[src/hdl/cmrm_pkg.sv]
// cmrm_pkg: shared types, opcodes and defaults for the compare/move unit
// no dependencies

package cmrm_pkg;

	localparam int NUM_REGS_DEF  = 16;
	localparam int MEM_WORDS_DEF = 4096;

	localparam logic [3:0] OP_CMP_RR  = 4'd0;
	localparam logic [3:0] OP_CMP_RM  = 4'd1;
	localparam logic [3:0] OP_UCMP_RR = 4'd2;
	localparam logic [3:0] OP_UCMP_RM = 4'd3;
	localparam logic [3:0] OP_MOV_RR  = 4'd4;
	localparam logic [3:0] OP_LOAD    = 4'd5;
	localparam logic [3:0] OP_STORE   = 4'd6;
	localparam logic [3:0] OP_JUMP    = 4'd7;
	localparam logic [3:0] OP_WREG    = 4'd8;
	localparam logic [3:0] OP_WMEM    = 4'd9;
	localparam logic [3:0] OP_RREG    = 4'd10;

	localparam logic signed [1:0] FLAG_GT = 2'sb01;
	localparam logic signed [1:0] FLAG_EQ = 2'sb00;
	localparam logic signed [1:0] FLAG_LT = 2'sb11;

	typedef struct packed {
		logic [3:0]  op;
		logic        wide;
		logic [3:0]  first_reg;
		logic [3:0]  second_reg;
		logic [11:0] address;
		logic [31:0] host_value;
	} in_t;

	typedef struct packed {
		logic signed [1:0] compare_flag;
		logic              jump_taken;
		logic [11:0]       new_ip;
		logic [31:0]       read_data;
	} out_t;

	typedef struct packed {
		in_t        item;
		logic       is_cmp;
		logic       uns;
		logic       rm;
		logic       mrd;
		logic       rwr;
		logic       rwr2;
		logic       mwr;
		logic [2:0] nwords;
	} cmd_t;

endpackage

[src/hdl/cmrm_queue.sv]
// cmrm_queue: two-entry queue between the front and back parts
// depends on cmrm_pkg

module cmrm_queue (
	input  logic           clk,
	input  logic           arst_n,
	input  logic           push,
	input  cmrm_pkg::cmd_t push_cmd,
	output logic           full,
	input  logic           pop,
	output logic           not_empty,
	output cmrm_pkg::cmd_t head
);

	cmrm_pkg::cmd_t ent_q [2];
	logic           wp_q;
	logic           rp_q;
	logic [1:0]     cnt_q;

	assign full      = (cnt_q == 2'd2);
	assign not_empty = (cnt_q != 2'd0);
	assign head      = ent_q[rp_q];

	always_ff @(posedge clk or negedge arst_n) begin
		if (!arst_n) begin
			wp_q  <= 1'b0;
			rp_q  <= 1'b0;
			cnt_q <= 2'd0;
		end else begin
			if (push) begin
				wp_q <= ~wp_q;
			end
			if (pop) begin
				rp_q <= ~rp_q;
			end
			if (push && !pop) begin
				cnt_q <= cnt_q + 2'd1;
			end else if (pop && !push) begin
				cnt_q <= cnt_q - 2'd1;
			end
		end
	end

	always_ff @(posedge clk) begin
		if (push) begin
			ent_q[wp_q] <= push_cmd;
		end
	end

endmodule

[config.mk]
export PLATFORM = sky130hd
export DESIGN_NAME = cmrm_queue
export DESIGN_NICKNAME = d
export VERILOG_FILES = /design/src/hdl/cmrm_pkg.sv /design/src/hdl/cmrm_queue.sv
export SDC_FILE = /design/constraint.sdc
export NUM_CORES = 1
export LEC_CHECK = 0
export BUFFER_PORTS_ARGS = -buffer_cell sky130_fd_sc_hd__buf_4
export CORE_UTILIZATION = 50
export CTS_CLUSTER_DIAMETER = 60
export DETAILED_ROUTE_END_ITERATION = 12
export PLACE_DENSITY = 0.77
export SLEW_MARGIN = 20
export SYNTH_ARGS = -nofsm -noshare
export SYNTH_HDL_FRONTEND = slang
export SYNTH_SLANG_ARGS = --single-unit
[constraint.sdc]
create_clock -name clk -period 8.8 [get_ports clk]
set_input_delay 0.88 -clock clk [delete_from_list [all_inputs] [get_ports clk]]
set_output_delay 0.88 -clock clk [all_outputs]
set_load 0.005 [all_outputs]
Yosys cells after proc, flatten, opt, wreduce, memory -nomap -nowiden
Memory sizes are Yosys's and may differ from the RTL's.
Cells that the tools add are included.
{"block": "word_totals", "register_bits": 4, "latchBits": 0, "ramBits": 134, "mem_bits_ro": 0, "output_inout_bits": 69, "elab_cells": 19, "n_memories": 1}
{"memory": "ent_q", "depth": 2, "width": 67, "read_ports": 1, "rd_ports_with_merged_regs": 0, "write_ports": 1, "line": "cmrm_queue.sv:15", "rtl": "cmrm_pkg::cmd_t ent_q [2];"}
{"block": "op_classes", "addsub": 2, "mul": 0, "div_mod_pow": 0, "magnitude_cmp": 0, "eq_ne": 1, "n_shift": 0, "mux": 4, "bitwise": 2, "reduce_logical": 6}
{"operator": "two-way mux 2 bit", "n": 2}
{"operator": "nonzero test 2 bit", "n": 2}
{"operator": "adder 2 x 1 -> 2 bit, second input constant", "n": 1}
{"operator": "== test 2 bit, second input constant", "n": 1}
{"operator": "logical AND 1 bit", "n": 2}
{"operator": "logical NOT 1 bit", "n": 2}
{"operator": "two-way mux 1 bit", "n": 2}
{"operator": "inverter 1 bit", "n": 2}
{"operator": "subtractor 2 x 1 -> 2 bit, second input constant", "n": 1}

Depth between registers and ports, before layout
Gate-level depths: netlist of the first run.
{"block": "depth", "depth_word": 4, "ltp_mapped": 5, "depth_no_buf": 5}

Worst setup path after synthesis of the first run
No wires, ideal clock.
{"block": "synth_timing", "path_type": "input to register", "start": "input port push", "end": "memory ent_q[0][0] (netlist name) (enable)", "t_arrival_ps": 3823, "required_time_ps": 8300, "slack_ps": 4477, "path_stages": 1, "cell_sequence": "nor2b_1"}
{"block": "synth_via", "elab_chain_cells": 2}
{"item": "from (decl)", "line": "cmrm_queue.sv:7", "rtl": "input logic push,"}
{"item": "two-way mux 1 bit", "line": "cmrm_queue.sv:45", "rtl": "if (push) begin"}
{"item": "two-way mux 1 bit (implied by the code)", "line": "cmrm_queue.sv:46", "rtl": "ent_q[wp_q] <= push_cmd;"}
{"item": "to (decl)", "line": "cmrm_queue.sv:15"}
No other way between the ends.

==> results of run 1 <==
==> how the worst max path moves through the flow <==
stage                          start                     to  slack (ps)
finish              rp_q$_DFFE_PN0P_               head[28]        5680
global route        rp_q$_DFFE_PN0P_               head[28]        5570
CTS                 rp_q$_DFFE_PN0P_               head[28]        5650
detailed placement  rp_q$_DFFE_PN0P_               head[28]        6210
global placement    rp_q$_DFFE_PN0P_               head[28]        6200
floorplan                       push  ent_q[0][0]$_DFFE_PP_        4480
==> cell families (layout without fill, tap and decap cells) <==
logic type    Yosys count  after routing  synth area share (%)
flops                 138            138                  80.6
buf+inv                 9            173                  1.49
simple gates            5              5                 0.563
fa+ha+maj               1              1                 0.245
xor+xnor                5              5                 0.856
mux                    67             67                  16.2
==> worst reg2reg max path: stages, from the launching register on <==
cell	delay [ps]
dfrtp_1	430
nor2b_4	430
buf_4	660
==> sequential cells by signal, summed over array words and instances, names as in the netlist <==
| name | cells |
|---|---|
| cnt_q | 2 |
| rp_q | 1 |
| ent_q | 134 |
| wp_q | 1 |
==> per-stage QoR <==
step	setup WS [ps]	power (mW)	util [%]	hold slack (ps)
4_1_cts	5650	2.13	68.7	121
2_1_floorplan	4480	1.27	-	447
3_5_place_dp	6210	1.54	63.6	480
3_3_place_gp	6200	1.53	63.6	463
5_1_grt	5570	2.21	68.7	126
6_report	5680	2.10	68.7	160
==> layout by cell type (no fill, tap or decap), drive strengths merged <==
| master | instances |
|---|---|
| and2 | 1 |
| buf | 140 |
| clkbuf | 19 |
| clkinv | 8 |
| clkinvlp | 5 |
| dfrtp | 4 |
| edfxtp | 134 |
| ha | 1 |
| inv | 1 |
| mux2 | 67 |
| nor2 | 1 |
| nor2b | 2 |
| or2 | 1 |
| xnor2 | 1 |
| xor2 | 4 |
==> power by group <==
part,switching [mW],leakage [nW],internal [mW],total [mW]
registers,0.102,1.30,0.875,0.977
logic,0.187,1.07,0.352,0.539
clock network,0.247,0.232,0.341,0.588
==> cell type report <==
class / count / area [um^2]
Sequential cell: 138 / 4130
Fill cell: 650 / 3090
Timing Repair Buffer: 140 / 1050
Multi-Input combinational cell: 78 / 925
Clock buffer: 19 / 422
Tap cell: 133 / 166
Clock inverter: 13 / 81.3
Inverter: 1 / 3.75
==> metal layers <==
layer	vias up	wire length, um
met5	-	0
met1	1199	3480
li1	1191	-
met2	95	4230
met4	0	44
met3	5	548
==> flow_metrics.tcl, run 1 <==
set metrics [dict create \
    status "finished clean" \
    layout.nets 448 \
    grt_start_max_net_pins 69 \
    rrSetupSlack_ps 6880 \
    syn2layout_area_growth_pct 32.5 \
    ir_worst_vdd_mv 0.219 \
    max_stage_delay_ps 1090 \
    drt_iter0_drc 74 \
    drive_gt1_share_pct 61.2 \
    cts_tree "yes" \
    cts.sinks 138 \
    path_clk_slew_ps 60 \
    hold_path.class "in2async" \
    grt.met2_usage_pct 26.6 \
    grt_use_met3_pct 7.25 \
    cp.required_ps 7920 \
    cts-root-buf "clkbuf_8" \
    maxSlewViolCount 0 \
    drv_cap 0 \
    worst_pin_slew_ps 1040 \
    drt_pass1_iterations 4 \
    vias 2490 \
    die_w_um 103 \
    finalSetupTns_ps 0 \
    fin_crit_sh_pct 35.5 \
    gp_congestion 0.633 \
    ys_seq_area_share_pct 80.6 \
    grt_antenna_before_repair 0 \
    netlist_area_mm2 0.00511 \
    postCtsSetupBuffers 0 \
    grt_pass1_vias 2546 \
    grt_overflow_total 0 \
    cts_resized 0 \
    r2r_start "wp_q$_DFFE_PN0P_" \
    layout.cells.non_filler 522 \
    synth_most_common_cell "edfxtp_1" \
    routed_via_density 4.77 \
    clkLatencyLatePin_ps 500 \
    synthTopCellsByCount "edfxtp_1 (134), mux2_2 (47), mux2_4 (20)" \
    leakage_nw 2.61 \
    syn-instance-count 225 \
    end_kind "output port" \
    met1_usage_pct 19.4 \
    fmax_mhz 320 \
    grt_pass1_wl_um 12300 \
    fin_crit_ps 3120 \
    core_area_mm2 0.00986 \
    fin_area_mm2 0.00678 \
    ys_seq_elements 138 \
    yosysTopAreaCell "edfxtp_1" \
    grt_usage_pct 16.6 \
    wl_per_cell_um 15.9 \
    ff2ff_path_depth 2 \
    clock_skew_ps 5.45 \
    finalHoldViolations 0 \
    rsz0062_at_grt "false" \
    ys_top_cells_by_area "edfxtp_1 (79%), mux2_2 (10%), mux2_4 (5.9%), dfrtp_1 (2.0%), xor2_1 (0.68%)" \
    place_inst 490 \
    synth_warnings 0 \
    async_flop_share_pct 2.90 \
    cts_buffer_depth 2 \
    crit_arrival_ps 2240 \
    num_antenna_cells 0 \
    cp.depth 2 \
    cp_max_fo 68 \
    die_h_um 103 \
    dieArea_mm2 0.0106 \
    io_buffers 139 \
    synth_top_area_share_pct 78.7 \
    cp_top_family "flip-flops" \
    powerDensity_mw_per_mm2 310 \
    routed_wl_um 8300 \
    dp_hpwl_um 5200 \
    synth_edf_count 134 \
    num_rows 36 \
    initial_core_util_pct 51.9 \
    numCtsBuffers 17 \
    drc 0 \
    synth.avg_cell_area_um2 22.7 \
    r2r-end "ent_q[0][49]$_DFFE_PP_" \
    setup_viol 0 \
    criticalPathCategory "reg2out" \
    path_cells "mux2_2, buf_4" \
    cts_max_level 4 \
    ys.flop_type "edfxtp_1" \
    synth_nets 297 \
    crit_path_start_kind "register" \
    cpMaxStageDelayCell "dfrtp_4" \
    slew_headroom_pct 30.7 \
    place_area_mm2 0.00627 \
    ys_types 15 \
    ioPinCount 140 \
    worst-path-buf-inv 1 \
    antenna_left 0 \
    cts_hold_buf 0 \
    grt-busiest-layer "met2" \
]
Note: power is estimated with default switching activity, not from simulation.
==> inputs of run 2 (changes only) <==
--- a/config.mk
+++ b/config.mk
@@ -6,10 +6,10 @@
 export NUM_CORES = 1
 export LEC_CHECK = 0
 export BUFFER_PORTS_ARGS = -buffer_cell sky130_fd_sc_hd__buf_4
-export CORE_UTILIZATION = 50
+export CORE_UTILIZATION = 47
 export CTS_CLUSTER_DIAMETER = 60
 export DETAILED_ROUTE_END_ITERATION = 12
-export PLACE_DENSITY = 0.77
+export PLACE_DENSITY = 0.76
 export SLEW_MARGIN = 20
 export SYNTH_ARGS = -nofsm -noshare
 export SYNTH_HDL_FRONTEND = slang
==> constraint.sdc (replaced) <==
create_clock -name clk -period 2.8 [get_ports clk]
set_input_delay 0.28 -clock clk [delete_from_list [all_inputs] [get_ports clk]]
set_output_delay 0.28 -clock clk [all_outputs]
set_load 0.005 [all_outputs]
==> flow_metrics.tcl, run 2 (same netlist as run 1, synthesis figures left out) <==
set metrics [dict create \
    cts_max_level 4 \
    wl_per_cell_um 17.0 \
    status "finished clean" \
    dp_slack_ps 909 \
    drt_iter0_drc 149 \
    io_buffers 139 \
    postCtsSetupBuffers 0 \
    layout.nets 519 \
    finalSetupTns_ps 0 \
    total_power_mw 7.24 \
    initial_core_util_pct 49.1 \
    crit_path_start_kind "register" \
    grt_pass1_vias 3010 \
    ioPinCount 140 \
    final_cell_mix "buf_4 (139), edfxtp_1 (134), dlygate4sd3_1 (70)" \
    top_layer_used "met4" \
    r2r-end "ent_q[0][1]$_DFFE_PP_" \
    routed_wl_um 10100 \
    final_common_cell "buf_4" \
    fin_area_mm2 0.00763 \
    hold_slack_ps 122 \
    drt_pass1_iterations 5 \
    cts.sinks 138 \
    ff2ff_path_depth 2 \
    cts_resized 0 \
    num_rows 37 \
    worst_pin_slew_ps 917 \
    dieArea_mm2 0.0113 \
    seq_area_mm2 0.00413 \
    grt_pass1_wl_um 15400 \
    multi_input_area_um2 925 \
    num_antenna_cells 0 \
    r2r_start "wp_q$_DFFE_PN0P_" \
    drc 0 \
    fin_crit_ps 2420 \
    ir_worst_vdd_mv 0.511 \
    wl_met3_um 638 \
    cp.required_ps 2520 \
    fmax_mhz 414 \
    vias 2832 \
    drv_cap 0 \
    routed_via_density 4.76 \
    rrSetupSlack_ps 1110 \
    grt_overflow_total 0 \
    maxSlewViolCount 0 \
    die_h_um 106 \
    endpoint "head[1]" \
    cp_max_fo 36 \
    path_clk_slew_ps 60 \
    rsz0062_at_grt "false" \
    end_kind "output port" \
    slew_headroom_pct 38.9 \
    leakage_nw 2.97 \
    finalHoldViolations 0 \
    core_area_mm2 0.0104 \
    cts_buffer_depth 2 \
    wl_met1_um 4150 \
    grt_start_max_net_pins 68 \
    cp-startpoint "rp_q$_DFFE_PN0P_" \
    fill_cells 640 \
    largest-register "ent_q" \
    gp_congestion 0.708 \
    cts_tree "yes" \
    cts-root-buf "clkbuf_8" \
    clock_skew_ps 5.86 \
    place_area_mm2 0.00631 \
    fin_ws_ps 384 \
    drive_gt1_share_pct 52.3 \
    die_w_um 106 \
    largest_reg_flops 134 \
    grt_usage_pct 18.6 \
    hold_path.class "in2async" \
    top_regs "ent_q x134, cnt_q x2" \
    powerDensity_mw_per_mm2 949 \
    crit_arrival_ps 2140 \
    clkLatencyLatePin_ps 510 \
    fin_crit_sh_pct 86.3 \
    antenna_left 0 \
    grt_antenna_before_repair 0 \
    numCtsBuffers 17 \
    criticalPathCategory "reg2out" \
    syn2layout_area_growth_pct 49.2 \
    cts_hold_buf 70 \
    setup_viol 0 \
    dr_wl_met2_um 5220 \
]
run 2: changes by cell type in the layout (fill, tap and decap cells not counted), moves of 2 or more:
cell	before	now
bufinv_16	0	5
dlygate4sd3_1	0	70
clkinv_2	3	1
buf_12	0	2
run 2: critical path, cell delays in order, from the launching register on:
cell and delay [ps]:
dfrtp_4 760, buf_12 310, mux2_2 390, buf_4 140
run 2: worst min-delay path by stage:
stage	end	startpoint	cells after the start
2_1_floorplan	cnt_q[0]$_DFFE_PN0P_	arst_n	0
3_5_place_dp	cnt_q[1]$_DFFE_PN0P_	arst_n	1
5_1_grt	rp_q$_DFFE_PN0P_	arst_n	2
6_report	cnt_q[1]$_DFFE_PN0P_	arst_n	2
4_1_cts	cnt_q[1]$_DFFE_PN0P_	arst_n	2
3_3_place_gp	cnt_q[1]$_DFFE_PN0P_	arst_n	1
run 2: per-stage QoR:
step / instances / util, %
floorplan: 225 / -
global placement: 494 / 60.6
detailed placement: 494 / 60.6
CTS: 595 / 73.2
global route: 595 / 73.2
finish: 595 / 73.2
run 2: layout make-up:
type	instances	share of cell area (%)
Inverter	1	0.0492
Clock inverter	13	2.64
Sequential cell	138	54.1
Clock buffer	18	5.48
Timing Repair Buffer	211	23.4
Tap cell	136	2.23
Multi-Input combinational cell	78	12.1
run 2: report_power, final:
part | internal [mW] | switching [mW]
logic | 1.19 | 0.753
registers | 2.75 | 0.217
clock network | 1.52 | 0.800
total | 5.47 | 1.77
run 2: per-layer routing:
metal | up-vias | track usage, %
met4 | 0 | 6.94
met2 | 108 | 31.5
li1 | 1334 | -
met1 | 1380 | 21.8
met3 | 10 | 6.50
met5 | - | 0
==> inputs of run 3 (changes only) <==
==> constraint.sdc (replaced) <==
create_clock -name clk -period 2.8 [get_ports clk]
set_input_delay 0.28 -clock clk [delete_from_list [all_inputs] [get_ports clk]]
set_output_delay 0.28 -clock clk [all_outputs]
set_load 0.02 [all_outputs]
==> flow_metrics.tcl, run 3 (same netlist as run 1, synthesis figures left out) <==
set metrics [dict create \
    grt_overflow_total 0 \
    drt_iter0_drc 114 \
    maxSlewViolCount 0 \
    largest_reg_flops 134 \
    end_kind "output port" \
    wl_per_cell_um 16.3 \
    ir_worst_vdd_mv 0.651 \
    worst-path-buf-inv 2 \
    initial_core_util_pct 49.1 \
    num_antenna_cells 0 \
    crit_path_start_kind "register" \
    syn2layout_area_growth_pct 47.6 \
    cts_resized 0 \
    cts_buffer_depth 2 \
    wl_met3_um 606 \
    pwr-share-clk_pct 26.9 \
    worst_pin_slew_ps 917 \
    largest-register "ent_q" \
    final_common_cell "buf_4" \
    cp_common_cell "buf_4" \
    swShare_pct 29.7 \
    fin_area_mm2 0.00755 \
    rsz0062_at_grt "false" \
    cts.sinks 138 \
    grt_start_max_net_pins 68 \
    drive_gt1_share_pct 51.7 \
    layout.nets 522 \
    cts-root-buf "clkbuf_8" \
    status "finished clean" \
    fin_crit_ps 2610 \
    p_int_mw 5.22 \
    post-route-util_pct 72.5 \
    finalHoldViolations 0 \
    cts_tree "yes" \
    dieArea_mm2 0.0113 \
    place_inst 497 \
    numCtsBuffers 17 \
    dr_wl_met2_um 5160 \
    powerDensity_mw_per_mm2 984 \
    final_cell_mix "buf_4 (143), edfxtp_1 (134), dlygate4sd3_1 (70)" \
    vias 2803 \
    drt_pass1_iterations 4 \
    cts_hold_buf 70 \
    die_h_um 106 \
    grt_pass1_wl_um 15000 \
    routed_via_density 4.69 \
    grt_antenna_before_repair 0 \
    die_w_um 106 \
    pwr-share-seq_pct 40.7 \
    path_cells "buf_4, mux2_2, buf_4" \
    cts_max_level 4 \
    grt_usage_pct 18.2 \
    num_rows 37 \
    dp_hpwl_um 5520 \
    dp_slack_ps 718 \
    place_area_mm2 0.00632 \
    drc 0 \
    routed_wl_um 9760 \
    antenna_left 0 \
    cp_top_family "flip-flops" \
    max_stage_delay_ps 940 \
    wl_met1_um 3900 \
    cpMaxStageDelayCell "dfrtp_4" \
    gp_congestion 0.728 \
    grt_pass1_vias 2992 \
    clkLatencyLatePin_ps 510 \
    drv_cap 0 \
    fmax_mhz 383 \
    postCtsSetupBuffers 0 \
    hold_path.class "in2async" \
    cp.required_ps 2520 \
    clock_skew_ps 6.74 \
    slew_headroom_pct 38.8 \
    setup_viol 0 \
    crit_arrival_ps 2330 \
    p_sw_mw 2.21 \
    path_clk_slew_ps 60 \
    top_regs "ent_q x134, cnt_q x2" \
    criticalPathCategory "reg2out" \
    cp_max_fo 52 \
    fin_ws_ps 192 \
    io_buffers 139 \
    ioPinCount 140 \
    core_area_mm2 0.0104 \
    finalSetupTns_ps 0 \
    top_layer_used "met4" \
    p_comb_share_pct 32.4 \
    fin_crit_sh_pct 93.1 \
    layout.cells.non_filler 598 \
    leakage_nw 2.95 \
]
run 3: cell count changes in the layout (fill, tap and decap cells not counted), sizes merged:
cell	previous run	this run
bufinv	5	2
buf	141	144
clkbuf	18	20
clkinv	4	7
clkinvlp	4	2
run 3: worst paths after layout:
path | start | to | slack [ps] | cells past startpoint
setup / recovery | rp_q$_DFFE_PN0P_ | head[22] | 190 | 3
hold reg to reg | cnt_q[1]$_DFFE_PN0P_ | cnt_q[1]$_DFFE_PN0P_ | 530 | 1
hold / removal | arst_n | cnt_q[0]$_DFFE_PN0P_ | 90 | 2
max in group asynchronous | arst_n | rp_q$_DFFE_PN0P_ | 2590 | 2
min in group clk | push_cmd[21] | ent_q[1][21]$_DFFE_PP_ | 490 | 2
setup reg to reg | wp_q$_DFFE_PN0P_ | ent_q[1][35]$_DFFE_PP_ | 1180 | 1
run 3: metal layers:
metal / vias to the layer above / GRT usage [%]
li1: 1335 / -
met1: 1353 / 20.8
met2: 106 / 31.3
met3: 9 / 6.19
met4: 0 / 7.74
met5: - / 0
run 3: layout make-up:
| cell class | count | area [um^2] |
|---|---|---|
| clock buffer | 20 | 425 |
| sequential | 138 | 4130 |
| inverter | 1 | 3.75 |
| timing repair buffer | 214 | 1790 |
| fill | 637 | 2870 |
| clock inverter | 11 | 105 |
| tap | 136 | 170 |
| multi-input combinational | 78 | 925 |
run 3: through the flow:
step	hold WS [ps]	power, mW
3_5_place_dp	82.1	5.39
5_1_grt	86.4	7.73
6_report	89.2	7.43
2_1_floorplan	-15.6	4.50
4_1_cts	62.6	7.48
3_3_place_gp	77.0	5.35
run 3: power groups by stage:
| stage | registers [mW] | clock network, mW | logic [mW] |
|---|---|---|---|
| 2_1_floorplan | 2.88 | 0 | 1.63 |
| 3_3_place_gp | 3.05 | 0 | 2.30 |
| 3_5_place_dp | 3.07 | 0 | 2.32 |
| 4_1_cts | 3.03 | 2.04 | 2.41 |
| 5_1_grt | 3.07 | 2.13 | 2.53 |
| 6_report | 3.02 | 2.00 | 2.40 |
