$ cat config.mk
export PLATFORM = sky130hd
export DESIGN_NAME = cmrm_front
export DESIGN_NICKNAME = d
export VERILOG_FILES = /design/src/hdl/cmrm_pkg.sv /design/src/hdl/cmrm_front.sv
export SDC_FILE = /design/constraint.sdc
export NUM_CORES = 1
export LEC_CHECK = 0
export BUFFER_PORTS_ARGS = -buffer_cell sky130_fd_sc_hd__buf_2
export CORE_MARGIN = 10
export CORE_UTILIZATION = 42
export CTS_CLUSTER_SIZE = 24
export DETAILED_ROUTE_END_ITERATION = 7
export PLACE_DENSITY = 0.85
export SETUP_SLACK_MARGIN = 0.02
export SYNTH_ARGS = -nofsm -noshare
export SYNTH_HDL_FRONTEND = slang
export SYNTH_SLANG_ARGS = --single-unit
$ cat constraint.sdc
create_clock -name clk -period 4.6 [get_ports clk]
set_input_delay 0.46 -clock clk [delete_from_list [all_inputs] [get_ports clk]]
set_output_delay 0.46 -clock clk [all_outputs]
set_load 0.02 [all_outputs]
$ cat src/hdl/cmrm_pkg.sv
// cmrm_pkg: shared types, opcodes and defaults for the compare/move unit
// no dependencies

package cmrm_pkg;

	localparam int NUM_REGS_DEF  = 16;
	localparam int MEM_WORDS_DEF = 4096;

	localparam logic [3:0] OP_CMP_RR  = 4'd0;
	localparam logic [3:0] OP_CMP_RM  = 4'd1;
	localparam logic [3:0] OP_UCMP_RR = 4'd2;
	localparam logic [3:0] OP_UCMP_RM = 4'd3;
	localparam logic [3:0] OP_MOV_RR  = 4'd4;
	localparam logic [3:0] OP_LOAD    = 4'd5;
	localparam logic [3:0] OP_STORE   = 4'd6;
	localparam logic [3:0] OP_JUMP    = 4'd7;
	localparam logic [3:0] OP_WREG    = 4'd8;
	localparam logic [3:0] OP_WMEM    = 4'd9;
	localparam logic [3:0] OP_RREG    = 4'd10;

	localparam logic signed [1:0] FLAG_GT = 2'sb01;
	localparam logic signed [1:0] FLAG_EQ = 2'sb00;
	localparam logic signed [1:0] FLAG_LT = 2'sb11;

	typedef struct packed {
		logic [3:0]  op;
		logic        wide;
		logic [3:0]  first_reg;
		logic [3:0]  second_reg;
		logic [11:0] address;
		logic [31:0] host_value;
	} in_t;

	typedef struct packed {
		logic signed [1:0] compare_flag;
		logic              jump_taken;
		logic [11:0]       new_ip;
		logic [31:0]       read_data;
	} out_t;

	typedef struct packed {
		in_t        item;
		logic       is_cmp;
		logic       uns;
		logic       rm;
		logic       mrd;
		logic       rwr;
		logic       rwr2;
		logic       mwr;
		logic [2:0] nwords;
	} cmd_t;

endpackage

$ cat src/hdl/cmrm_front.sv
// cmrm_front: accepts input transfers and classifies each instruction
// depends on cmrm_pkg

module cmrm_front (
	input  logic          clk,
	input  logic          arst_n,
	input  logic          cmd_valid,
	output logic          cmd_stall,
	input  cmrm_pkg::in_t cmd,
	input  logic          q_full,
	output logic          q_push,
	output cmrm_pkg::cmd_t q_cmd
);

	logic           v_s1;
	cmrm_pkg::cmd_t cmd_s1;
	cmrm_pkg::cmd_t cls;

	always_comb begin
		cls        = '0;
		cls.item   = cmd;
		unique case (cmd.op)
			cmrm_pkg::OP_CMP_RR: begin
				cls.is_cmp = 1'b1;
			end
			cmrm_pkg::OP_CMP_RM: begin
				cls.is_cmp = 1'b1;
				cls.rm     = 1'b1;
				cls.mrd    = 1'b1;
				cls.nwords = cmd.wide ? 3'd4 : 3'd2;
			end
			cmrm_pkg::OP_UCMP_RR: begin
				cls.is_cmp = 1'b1;
				cls.uns    = 1'b1;
			end
			cmrm_pkg::OP_UCMP_RM: begin
				cls.is_cmp = 1'b1;
				cls.uns    = 1'b1;
				cls.rm     = 1'b1;
				cls.mrd    = 1'b1;
				cls.nwords = 3'd2;
			end
			cmrm_pkg::OP_MOV_RR: begin
				cls.rwr  = 1'b1;
				cls.rwr2 = cmd.wide;
			end
			cmrm_pkg::OP_LOAD: begin
				cls.mrd    = 1'b1;
				cls.rwr    = 1'b1;
				cls.rwr2   = cmd.wide;
				cls.nwords = cmd.wide ? 3'd4 : 3'd2;
			end
			cmrm_pkg::OP_STORE: begin
				cls.mwr    = 1'b1;
				cls.nwords = cmd.wide ? 3'd4 : 3'd2;
			end
			cmrm_pkg::OP_WREG: begin
				cls.rwr = 1'b1;
			end
			cmrm_pkg::OP_WMEM: begin
				cls.mwr    = 1'b1;
				cls.nwords = 3'd1;
			end
			default: begin
			end
		endcase
	end

	assign cmd_stall = v_s1 & q_full;
	assign q_push    = v_s1 & ~q_full;
	assign q_cmd     = cmd_s1;

	always_ff @(posedge clk or negedge arst_n) begin
		if (!arst_n) begin
			v_s1 <= 1'b0;
		end else if (cmd_valid && !cmd_stall) begin
			v_s1 <= 1'b1;
		end else if (q_push) begin
			v_s1 <= 1'b0;
		end
	end

	always_ff @(posedge clk) begin
		if (cmd_valid && !cmd_stall) begin
			cmd_s1 <= cls;
		end
	end

endmodule

# Word level (Yosys, flattened, before mapping)
# Cells that the tools add are included.
dict set report totals {
  regBits 68
  in_bits 61
  output_inout_bits 69
  wordCells 48
}
dict set report classes {
  n_eq_ne 8
  muxes 10
  bitwise 3
  reduce_logical 12
}
# op count
set ops {}
lappend ops {{== test 4 x 3 -> 1 bit (second input constant)} 3}
lappend ops {{case mux 3 bit (3 select lines)} 1}
lappend ops {{OR reduction 3 bit} 3}
lappend ops {{== test 4 x 2 -> 1 bit (second input constant)} 2}
lappend ops {{== test 4 bit (second input constant)} 2}
lappend ops {{two-way mux 1 bit} 8}
lappend ops {{OR reduction 2 bit} 4}
lappend ops {{== test 4 x 1 -> 1 bit (second input constant)} 1}
lappend ops {{zero test 4 bit} 1}
lappend ops {{OR reduction 4 bit} 1}
lappend ops {{two-way mux 3 bit} 1}
lappend ops {{AND 1 bit} 2}
lappend ops {{nonzero test 2 bit} 1}
lappend ops {{logical AND 1 bit} 1}
lappend ops {{zero test 1 bit} 1}
lappend ops {{NOT 1 bit} 1}

# Depth between registers and ports, before layout
# Gate-level depths: netlist of the first run.
dict set report logic_depth {
  word_depth 4
  depth_mapped 2
  ltp_nobuf 2
}

# Worst setup path after synthesis of the first run
# OpenSTA, ideal clock, no wires.
dict set report synth_timing {
  kind {input to register}
  start {input q_full}
  end {register cmd_s1 (netlist bit q_cmd[0]), enable pin}
  setup_time_ns 0.499
  arrival_ns 3.681
  required_time_ns 4.101
  path_slack_ns 0.419
  path_stages 2
  n_path_buf 0
  cell_sequence {and2_1 nor2b_1}
}
dict set report synth_via {
  elab_chain_len 3
}
# element line
set synth_rtl {}
lappend synth_rtl {{from (decl)} cmrm_front.sv:10} ;# input logic q_full,
lappend synth_rtl {{AND 1 bit} cmrm_front.sv:69} ;# assign cmd_stall = v_s1 & q_full;
lappend synth_rtl {{zero test 1 bit} cmrm_front.sv:84} ;# if (cmd_valid && !cmd_stall) begin
lappend synth_rtl {{logical AND 1 bit} cmrm_front.sv:84}
lappend synth_rtl {{to (signal assigned)} cmrm_front.sv:85} ;# cmd_s1 <= cls;
lappend synth_rtl {{to (decl)} cmrm_front.sv:16} ;# cmrm_pkg::cmd_t cmd_s1;
# Every way passes these cells.
# A chain may end at the register's enable or synchronous reset.

# Worst setup path in the final report of the first run
dict set report layout_timing {
  start {register v_s1}
  end {register cmd_s1 (netlist bit q_cmd[19]), enable pin}
}
dict set report layout_via {
  elab_chain_len 3
}
# element line
set layout_rtl {}
lappend layout_rtl {{from (decl)} cmrm_front.sv:15} ;# logic v_s1;
lappend layout_rtl {{from (signal assigned)} cmrm_front.sv:75} ;# v_s1 <= 1'b0;
lappend layout_rtl {{from (signal assigned)} cmrm_front.sv:77} ;# v_s1 <= 1'b1;
lappend layout_rtl {{from (signal assigned)} cmrm_front.sv:79} ;# v_s1 <= 1'b0;
lappend layout_rtl {{AND 1 bit} cmrm_front.sv:69}
lappend layout_rtl {{zero test 1 bit} cmrm_front.sv:84}
lappend layout_rtl {{logical AND 1 bit} cmrm_front.sv:84}
# Every way passes these cells.

==> results of run 1 <==
power groups by stage:
stage | logic, mW | clock network [mW] | registers (mW)
CTS | 0.134 | 0.526 | 0.730
detailed placement | 0.133 | 0 | 0.743
finish | 0.132 | 0.512 | 0.730
global route | 0.142 | 0.559 | 0.732
global placement | 0.128 | 0 | 0.742
floorplan | 0.0198 | 0 | 0.789
cell usage in the layout (no fill, tap or decap):
cell           instances
or3b_1                 1
o32ai_1                1
buf_2                129
or2_2                  1
nor2b_1                1
nor3b_1                1
nor2_1                 1
nand2b_1               4
clkbuf_8               9
o21bai_1               1
a21oi_2                1
clkinv_1               2
nor2b_4                1
buf_4                  1
dlygate4sd3_1          1
bufinv_16              2
mux2_2                 1
clkinvlp_4             2
and2_1                 3
nand3b_1               1
clkinv_4               1
a21oi_1                2
edfxtp_1              67
dfrtp_1                1
and4bb_1               1
routing by layer:
layer	global-route usage (%)	vias to the layer above	routed length, um
met5	0	-	0
met4	6.812	0	84
met3	6.764	6	680
met2	23.65	92	2998
met1	14.47	659	2283
li1	-	638	-
layout make-up:
| cell class | instances | area share, % |
|---|---|---|
| clock inverter | 7 | 2.891 |
| timing repair buffer | 131 | 20.99 |
| tap | 70 | 2.772 |
| multi-input combinational | 21 | 4.950 |
| sequential | 68 | 64.48 |
| clock buffer | 9 | 3.921 |
worst max path at each step:
stage               slack, ps  startpoint  depth (start not counted)        end
finish                   2510        v_s1                          3  q_cmd[19]
global route             2320        v_s1                          3  q_cmd[61]
CTS                      2460        v_s1                          3  q_cmd[31]
detailed placement       2270      q_full                          4  q_cmd[26]
global placement         2320      q_full                          4  q_cmd[24]
floorplan                 420      q_full                          2   q_cmd[0]
flip-flops by register name (all words and copies together), names as in the netlist:
name,flops
q_cmd,67
v_s1,1
cell families (layout without fill, tap and decap cells):
group / count (synthesis) / in the layout
buf+inv: 0 / 147
simple gates: 15 / 15
mux: 1 / 1
flops: 68 / 68
compound gates: 5 / 5
worst max-delay path, stage by stage (launching register included):
cell,delay [ps]
dfrtp_1,370
and2_1,180
nor2b_4,650
buf_4,530
stage by stage:
| stage | hold WS [ps] | std cells |
|---|---|---|
| 6_report | 307.6 | 306 |
| 4_1_cts | 288.0 | 306 |
| 5_1_grt | 281.7 | 306 |
| 2_1_floorplan | 164.4 | 89 |
| 3_5_place_dp | 235.9 | 289 |
| 3_3_place_gp | 235.4 | 289 |
==> results_dict.tcl, run 1 <==
set metrics [dict create \
    status "finished, final reports clean" \
    syn_nets 150 \
    finalHoldViolCount 0 \
    yosysWarningCount 0 \
    power.internal_mw 1.070 \
    routed_wl_mm 6.046 \
    holdCritStartpoint "cmd[40]" \
    dp_hpwl_mm 4.670 \
    fin_skew_ps 4.420 \
    cts_tree "built" \
    switchingPower_mw 0.3034 \
    slew_violations 0 \
    crit_required_ps 4570 \
    r2r_slack_ps 2510 \
    tightest_slew_ps 803.0 \
    swShare_pct 22.10 \
    critPathKind "reg -> reg" \
    synth_top_area_cell "edfxtp_1" \
    p_leak_nw 1.330 \
    gp_congestion 0.7864 \
    synth_compound_area_share_pct 1.603 \
    hold_end "q_cmd[50]" \
    min_period_ps 2091 \
    syn_to_final_growth_pct 44.53 \
    cts.htree.levels 3 \
    ys_async_sr_fraction_pct 1.471 \
    start_util_pct 43.07 \
    setup_slack_ps 2509 \
    reg2reg_depth 3 \
    ys_ff_latch 68 \
    die_area_sq_um 8490 \
    clockBufferDepth 2 \
    ys_top_cells_by_area "edfxtp_1 (92%), dfrtp_1 (1.1%), nand2b_1 (1.1%), and2_1 (0.86%), and4bb_1 (0.57%)" \
    rows 26 \
    firstDrtPassIters 4 \
    viasPerCell 4.559 \
    numCtsBuffers 9 \
    yosysMostFrequentCell "edfxtp_1" \
    cts-resized-gates 0 \
    period_share_pct 45.45 \
    diodes 0 \
    cp.arrival_ps 2060 \
    post-place-ws_ps 2267 \
    ys.flop_type "edfxtp_1" \
    synthXorXnorAreaFrac_pct 0 \
    syn_area_sq_um 2186 \
    ys_types 16 \
    final_util_pct 62.25 \
    core_sq_um 5075 \
    synth_top_family_by_area "simple AND/OR/NAND/NOR gates" \
    final_nets 292 \
    grt_pass1_vias 1516 \
    power_density_nw_per_um2 434.6 \
    power_mw 1.373 \
    cts-hold-fix-buffers 1 \
    nFillCells 386 \
    cap_violations 0 \
    finalSetupViolations 0 \
    worst_ir_drop_vdd_v 0.0001936 \
    syn_area_per_cell_sq_um 24.56 \
    drc 0 \
    whs_path_depth 1 \
    finalInstanceArea_sq_um 3159 \
    synth_fa_ha_area_share_pct 0 \
    clk_latency_ps 320 \
    synthSimpleGateAreaFrac_pct 4.694 \
    synth_common_cells "edfxtp_1 (67), nand2b_1 (4), and2_1 (3)" \
    io_pins 130 \
    r2r-start "v_s1" \
    fp.dieH_um 92.14 \
    cts_root_buffer "clkbuf_8" \
    seqCellArea_sq_um 2037 \
    grt-ovfl-total 0 \
    crit_fanout 38 \
    grt_max_degree 39 \
    multi_input_area_sq_um 156.4 \
    seq_power_share_pct 53.2 \
    antenna_found_initial 0 \
    fmax_mhz 478.3 \
    track_usage_pct 14.09 \
    fin_tns_setup_ps 0 \
    die_w_um 92.14 \
    reg2reg_to "q_cmd[19]" \
    clkTransAtPathRegs_ps 70 \
    min_path_type "in -> reg" \
    drive_gt1_share_pct 62.71 \
    wl_per_cell_um 19.76 \
    synth.top_cell.area_share_pct 92.04 \
    num_vias 1395 \
    combPwrFrac_pct 9.6 \
    cts.sinks 68 \
    ant_nets 0 \
    synth_edf_count 67 \
    slew_headroom_pct 46.35 \
    first_iter_violations 82 \
    rsz0062_at_grt "false" \
    port_buffers 129 \
    grt_pass1_wl_mm 8.859 \
    placed_area_sq_um 2934 \
    synth_cells 89 \
    startpoint_type "flip-flop" \
    critPathCaptureType "flip-flop" \
    ys_seq_area_share_pct 93.19 \
    p_clk_share_pct 37.3 \
    cts_setup_buffers 0 \
    synthMuxAreaShare_pct 0.5152 \
]
(Power assumes the default switching activity.)
==> run 2: changes to the inputs <==
Settings changed: ABC_AREA set to 1.
Clock period 4.6 ns to 2.1 ns, I/O delays scaled along.
==> results_dict.tcl, run 2 <==
set metrics [dict create \
    worst_ir_drop_vdd_v 0.0003470 \
    fp.dieH_um 92.14 \
    min_period_ps 1380 \
    fin_tns_setup_ps 0 \
    ys.flop_type "edfxtp_1" \
    period_share_pct 65.72 \
    syn_area_sq_um 2186 \
    critPathCaptureType "flip-flop" \
    port_buffers 129 \
    synth.top_cell.area_share_pct 92.04 \
    viasPerCell 4.483 \
    cap_violations 0 \
    clockBufferDepth 2 \
    syn_nets 164 \
    die_area_sq_um 8490 \
    synth_edf_count 67 \
    gp_congestion 0.7825 \
    rows 26 \
    slew_violations 0 \
    cts.htree.levels 3 \
    clkTransAtPathRegs_ps 60 \
    finalSetupViolations 0 \
    start_util_pct 43.07 \
    power_density_nw_per_um2 908.8 \
    synth_top_area_cell "edfxtp_1" \
    firstDrtPassIters 4 \
    final_nets 307 \
    cts_tree "built" \
    met1_usage_pct 13.33 \
    synth_common_cells "edfxtp_1 (67), nand2_1 (11), inv_1 (7), nor2_1 (7), inv_2 (3)" \
    status "finished, final reports clean" \
    crit_required_ps 2070 \
    cp.arrival_ps 1350 \
    largest_reg_flops 67 \
    fin_skew_ps 3.848 \
    ys_types 11 \
    yosysMostFrequentCell "edfxtp_1" \
    worst-path-buf-inv 2 \
    track_usage_pct 13.65 \
    io_pins 130 \
    cts-resized-gates 0 \
    syn_to_final_growth_pct 42.82 \
    critPathSlowestCell "buf_4" \
    startpoint_type "flip-flop" \
    cts_root_buffer "clkbuf_8" \
    ys_seq_area_share_pct 93.19 \
    clk_latency_ps 320 \
    cts.sinks 68 \
    finalHoldViolCount 0 \
    routed_wl_mm 5.896 \
    first_iter_violations 42 \
    grt_busiest_layer "met2" \
    crit_fanout 38 \
    antenna_found_initial 0 \
    synth_cells 103 \
    final_cell_mix "buf_2 (129), edfxtp_1 (67), nand2_1 (11)" \
    die_w_um 92.14 \
    mostFrequentLayoutCell "buf_2" \
    slew_headroom_pct 70.35 \
    p_leak_nw 1.370 \
    wl_per_cell_um 18.48 \
    seqCellArea_sq_um 2037 \
    ys_ff_latch 68 \
    critPathKind "reg -> reg" \
    rsz0062_at_grt "false" \
    drive_gt1_share_pct 59.84 \
    crit_family "buffers and inverters" \
    grt_pass1_wl_mm 8.562 \
    numCtsBuffers 9 \
    met2_usage_pct 22.29 \
    ys_async_sr_fraction_pct 1.471 \
    crit_chain "nand2_1 > inv_1 > nor2_4 > buf_4" \
    fmax_mhz 724.5 \
    num_vias 1430 \
    multi_input_area_sq_um 118.9 \
    grt_use_met3_pct 7.742 \
    syn_area_per_cell_sq_um 21.22 \
    yosysWarningCount 0 \
    power_mw 2.837 \
    slowest_delay_ps 400 \
    core_sq_um 5075 \
    final_util_pct 61.51 \
    drc 0 \
    nFillCells 406 \
    grt_pass1_vias 1471 \
    diodes 0 \
    tightest_slew_ps 444.7 \
    min_path_type "in -> reg" \
    grt_max_degree 39 \
    ys_top_cells_by_area "edfxtp_1 (92%), nand2_1 (1.9%), inv_1 (1.2%), nor2_1 (1.2%), dfrtp_1 (1.1%)" \
    ant_nets 0 \
    dp_hpwl_mm 4.783 \
    grt-ovfl-total 0 \
]
run 2: cell types whose count changed after synthesis, moves of 3 or more:
| cell | change |
|---|---|
| nand2_1 | +11 |
| inv_1 | +7 |
| inv_2 | +3 |
| nor2_1 | +6 |
| and2_1 | -3 |
| nand2b_1 | -4 |
run 2: logic make-up after synthesis:
group | Yosys count | share of synthesized area (%)
flip-flops | 68 | 93.19
AO/OA/AOI/OAI | 4 | 0.9154
buffers and inverters | 10 | 1.717
AND/OR/NAND/NOR | 21 | 4.179
run 2: final cells by class:
cell class              count  area share, %
clock buffers              10          4.088
clock inverters             4          1.363
inverters                  10          1.202
multi-input cells          25          3.808
flip-flops and latches     68          65.25
well taps                  70          2.806
repair buffers            132          21.48
run 2: where the power goes:
part	internal [mW]	total (mW)	leakage (nW)	switching [mW]
Sequential	1.58	1.60	0.653	0.0163
Combinational	0.0977	0.291	0.630	0.193
Clock	0.525	0.948	0.0871	0.423
Total	2.20	2.84	1.37	0.632
run 2: what timing repair did:
item                      4_1_cts  5_1_grt
hold buffers                    1        0
hold endpoints to repair        1        0
buffers inserted                0        0
run 2: final timing paths:
path / startpoint / to / slack (ps) / cells past startpoint
worst max-delay path: v_s1 / q_cmd[30] / 720 / 4
worst min-delay path: cmd[13] / q_cmd[23] / 60 / 1
worst max register to register: v_s1 / q_cmd[30] / 720 / 4
worst min register to register: v_s1 / v_s1 / 510 / 2
max in group asynchronous: arst_n / v_s1 / 1820 / 2
min in group asynchronous: arst_n / v_s1 / 200 / 2
run 2: routing by layer:
| metal | wire length [um] | share of wire (%) | vias to the layer above |
|---|---|---|---|
| li1 | - | - | 660 |
| met1 | 2047 | 35 | 670 |
| met2 | 2975 | 50 | 92 |
| met3 | 767 | 13 | 8 |
| met4 | 106 | 1.8 | 0 |
| met5 | 0 | 0 | - |
run 2: metrics by stage:
step                      instances  setup WS, ps  area, sq um  hold slack (ps)
after floorplan                 103         116.4         2193           -85.59
after global routing            319         643.1         3122            40.48
after CTS                       319         720.3         3122            41.97
after detailed placement        304         734.2         2942           -14.82
after global placement          304         761.8         2942           -15.55
final                           319         719.8         3122            59.01
==> run 3: changes to the inputs <==
Clock period 2.1 ns to 1.33 ns, I/O delays scaled along.
==> results_dict.tcl, run 3 (synthesized netlist as in run 2, its figures left out) <==
set metrics [dict create \
    worst-path-buf-inv 3 \
    cts.htree.levels 3 \
    fmax_mhz 784.1 \
    drive_gt1_share_pct 51.30 \
    critPathSlowestCell "dfrtp_1" \
    crit_start "v_s1" \
    syn_to_final_growth_pct 71.95 \
    cts_tree "built" \
    viasPerCell 4.612 \
    seqCellArea_sq_um 2037 \
    slowest_delay_ps 390 \
    rows 26 \
    min_path_type "in -> reg" \
    r2r-start "v_s1" \
    cp.arrival_ps 1310 \
    cts_root_buffer "clkbuf_8" \
    mostFrequentLayoutCell "buf_2" \
    gp_congestion 0.7880 \
    dp_hpwl_mm 4.765 \
    r2r_slack_ps 50 \
    status "finished, final reports clean" \
    grt_pass1_wl_mm 11.41 \
    fin_skew_ps 8.341 \
    startpoint_type "flip-flop" \
    core_sq_um 5075 \
    cap_violations 0 \
    critPathCaptureType "flip-flop" \
    crit_chain "nand2_1 > inv_2 > nor2_4 > buf_12 > buf_12" \
    drc 0 \
    rsz0062_at_grt "false" \
    nFillCells 317 \
    crit_required_ps 1370 \
    cpMostUsedCell "buf_12" \
    die_area_sq_um 8490 \
    multi_input_area_sq_um 118.9 \
    crit_fanout 21 \
    fin_tns_setup_ps 0 \
    power_mw 4.636 \
    die_w_um 92.14 \
    grt-ovfl-total 0 \
    io_pins 130 \
    firstDrtPassIters 4 \
    finalHoldViolCount 0 \
    finalInstanceArea_sq_um 3759 \
    final_cell_mix "buf_2 (129), edfxtp_1 (67), dlygate4sd3_1 (54)" \
    period_share_pct 95.89 \
    clockBufferDepth 2 \
    start_util_pct 43.07 \
    clk_latency_ps 330 \
    tightest_slew_ps 183.4 \
    hold_ws_ps 29.54 \
    track_usage_pct 18.05 \
    grt_pass1_vias 1831 \
    crit_family "flip-flops" \
    antenna_found_initial 1 \
    clkTransAtPathRegs_ps 70 \
    slew_violations 0 \
    wl_per_cell_um 21.68 \
    worst_ir_drop_vdd_v 0.0007556 \
    routed_wl_mm 8.217 \
    fp.dieH_um 92.14 \
    numCtsBuffers 9 \
    num_vias 1748 \
    holdCritStartpoint "cmd[55]" \
    slew_headroom_pct 87.64 \
    port_buffers 129 \
    ant_nets 0 \
    p_leak_nw 1.624 \
    cts.sinks 68 \
    first_iter_violations 157 \
    placed_area_sq_um 2954 \
    final_nets 364 \
    critPathKind "reg -> reg" \
    min_period_ps 1275 \
    finalSetupViolations 0 \
    power_density_nw_per_um2 1234 \
    largest_reg_flops 67 \
    grt_max_degree 47 \
]
## run 3: cell types whose count changed in the layout (fill, tap and decap cells not counted), moves of 2 or more
cell | previous run | this run
buf_12 | 0 | 3
buf_4 | 2 | 0
clkbuf_16 | 0 | 2
clkinvlp_4 | 0 | 4
dlygate4sd3_1 | 1 | 54
## run 3: layer usage
metal	up-vias	global-route usage, %	routed length, um
li1	781	-	-
met1	838	18.71	2965
met2	119	31.35	4262
met3	10	8.068	841
met4	0	6.941	147
met5	-	0	0
## run 3: layout make-up
type / count / share of cell area [%]
flip-flops and latches: 68 / 54.19
repair buffers: 189 / 34.79
clock buffers: 9 / 3.296
multi-input cells: 25 / 3.162
well taps: 70 / 2.330
clock inverters: 7 / 1.165
inverters: 10 / 0.9987
diodes: 1 / 0.06658
## run 3: through the flow
stage	setup WS, ps	instances	utilization, %
after floorplan	-619.5	103	-
after global placement	92.11	304	58.21
after detailed placement	56.98	304	58.21
after CTS	47.18	374	72.16
after global routing	29.17	379	74.06
final	54.72	379	74.06
## run 3: report_power, final
part	internal, mW	switching [mW]	leakage [nW]
Clock	0.661	0.780	0.0747
Sequential	2.50	0.0369	0.653
Combinational	0.297	0.365	0.896
## run 3: worst paths after layout
check,endpoint,cells after the start
worst min-delay path,q_cmd[65],1
worst min register to register,v_s1,2
max in group asynchronous,v_s1,2
worst max-delay path,q_cmd[62],5
min in group asynchronous,v_s1,2
worst max register to register,q_cmd[62],5
## run 3: what timing repair did
action                                  4_1_cts  5_1_grt
setup buffers                                 0        1
resized for setup                             0        3
endpoints found under the setup margin        0       67
hold buffers                                 54        0
hold endpoints to repair                     54        0
## run 3: worst reg2reg max path, delay by kind of cell, from the launching register on
| kind | cells | cell delay, ps |
|---|---|---|
| DFF | 1 | 390 |
| buffers and inverters | 3 | 380 |
| and+or+nand+nor | 2 | 210 |
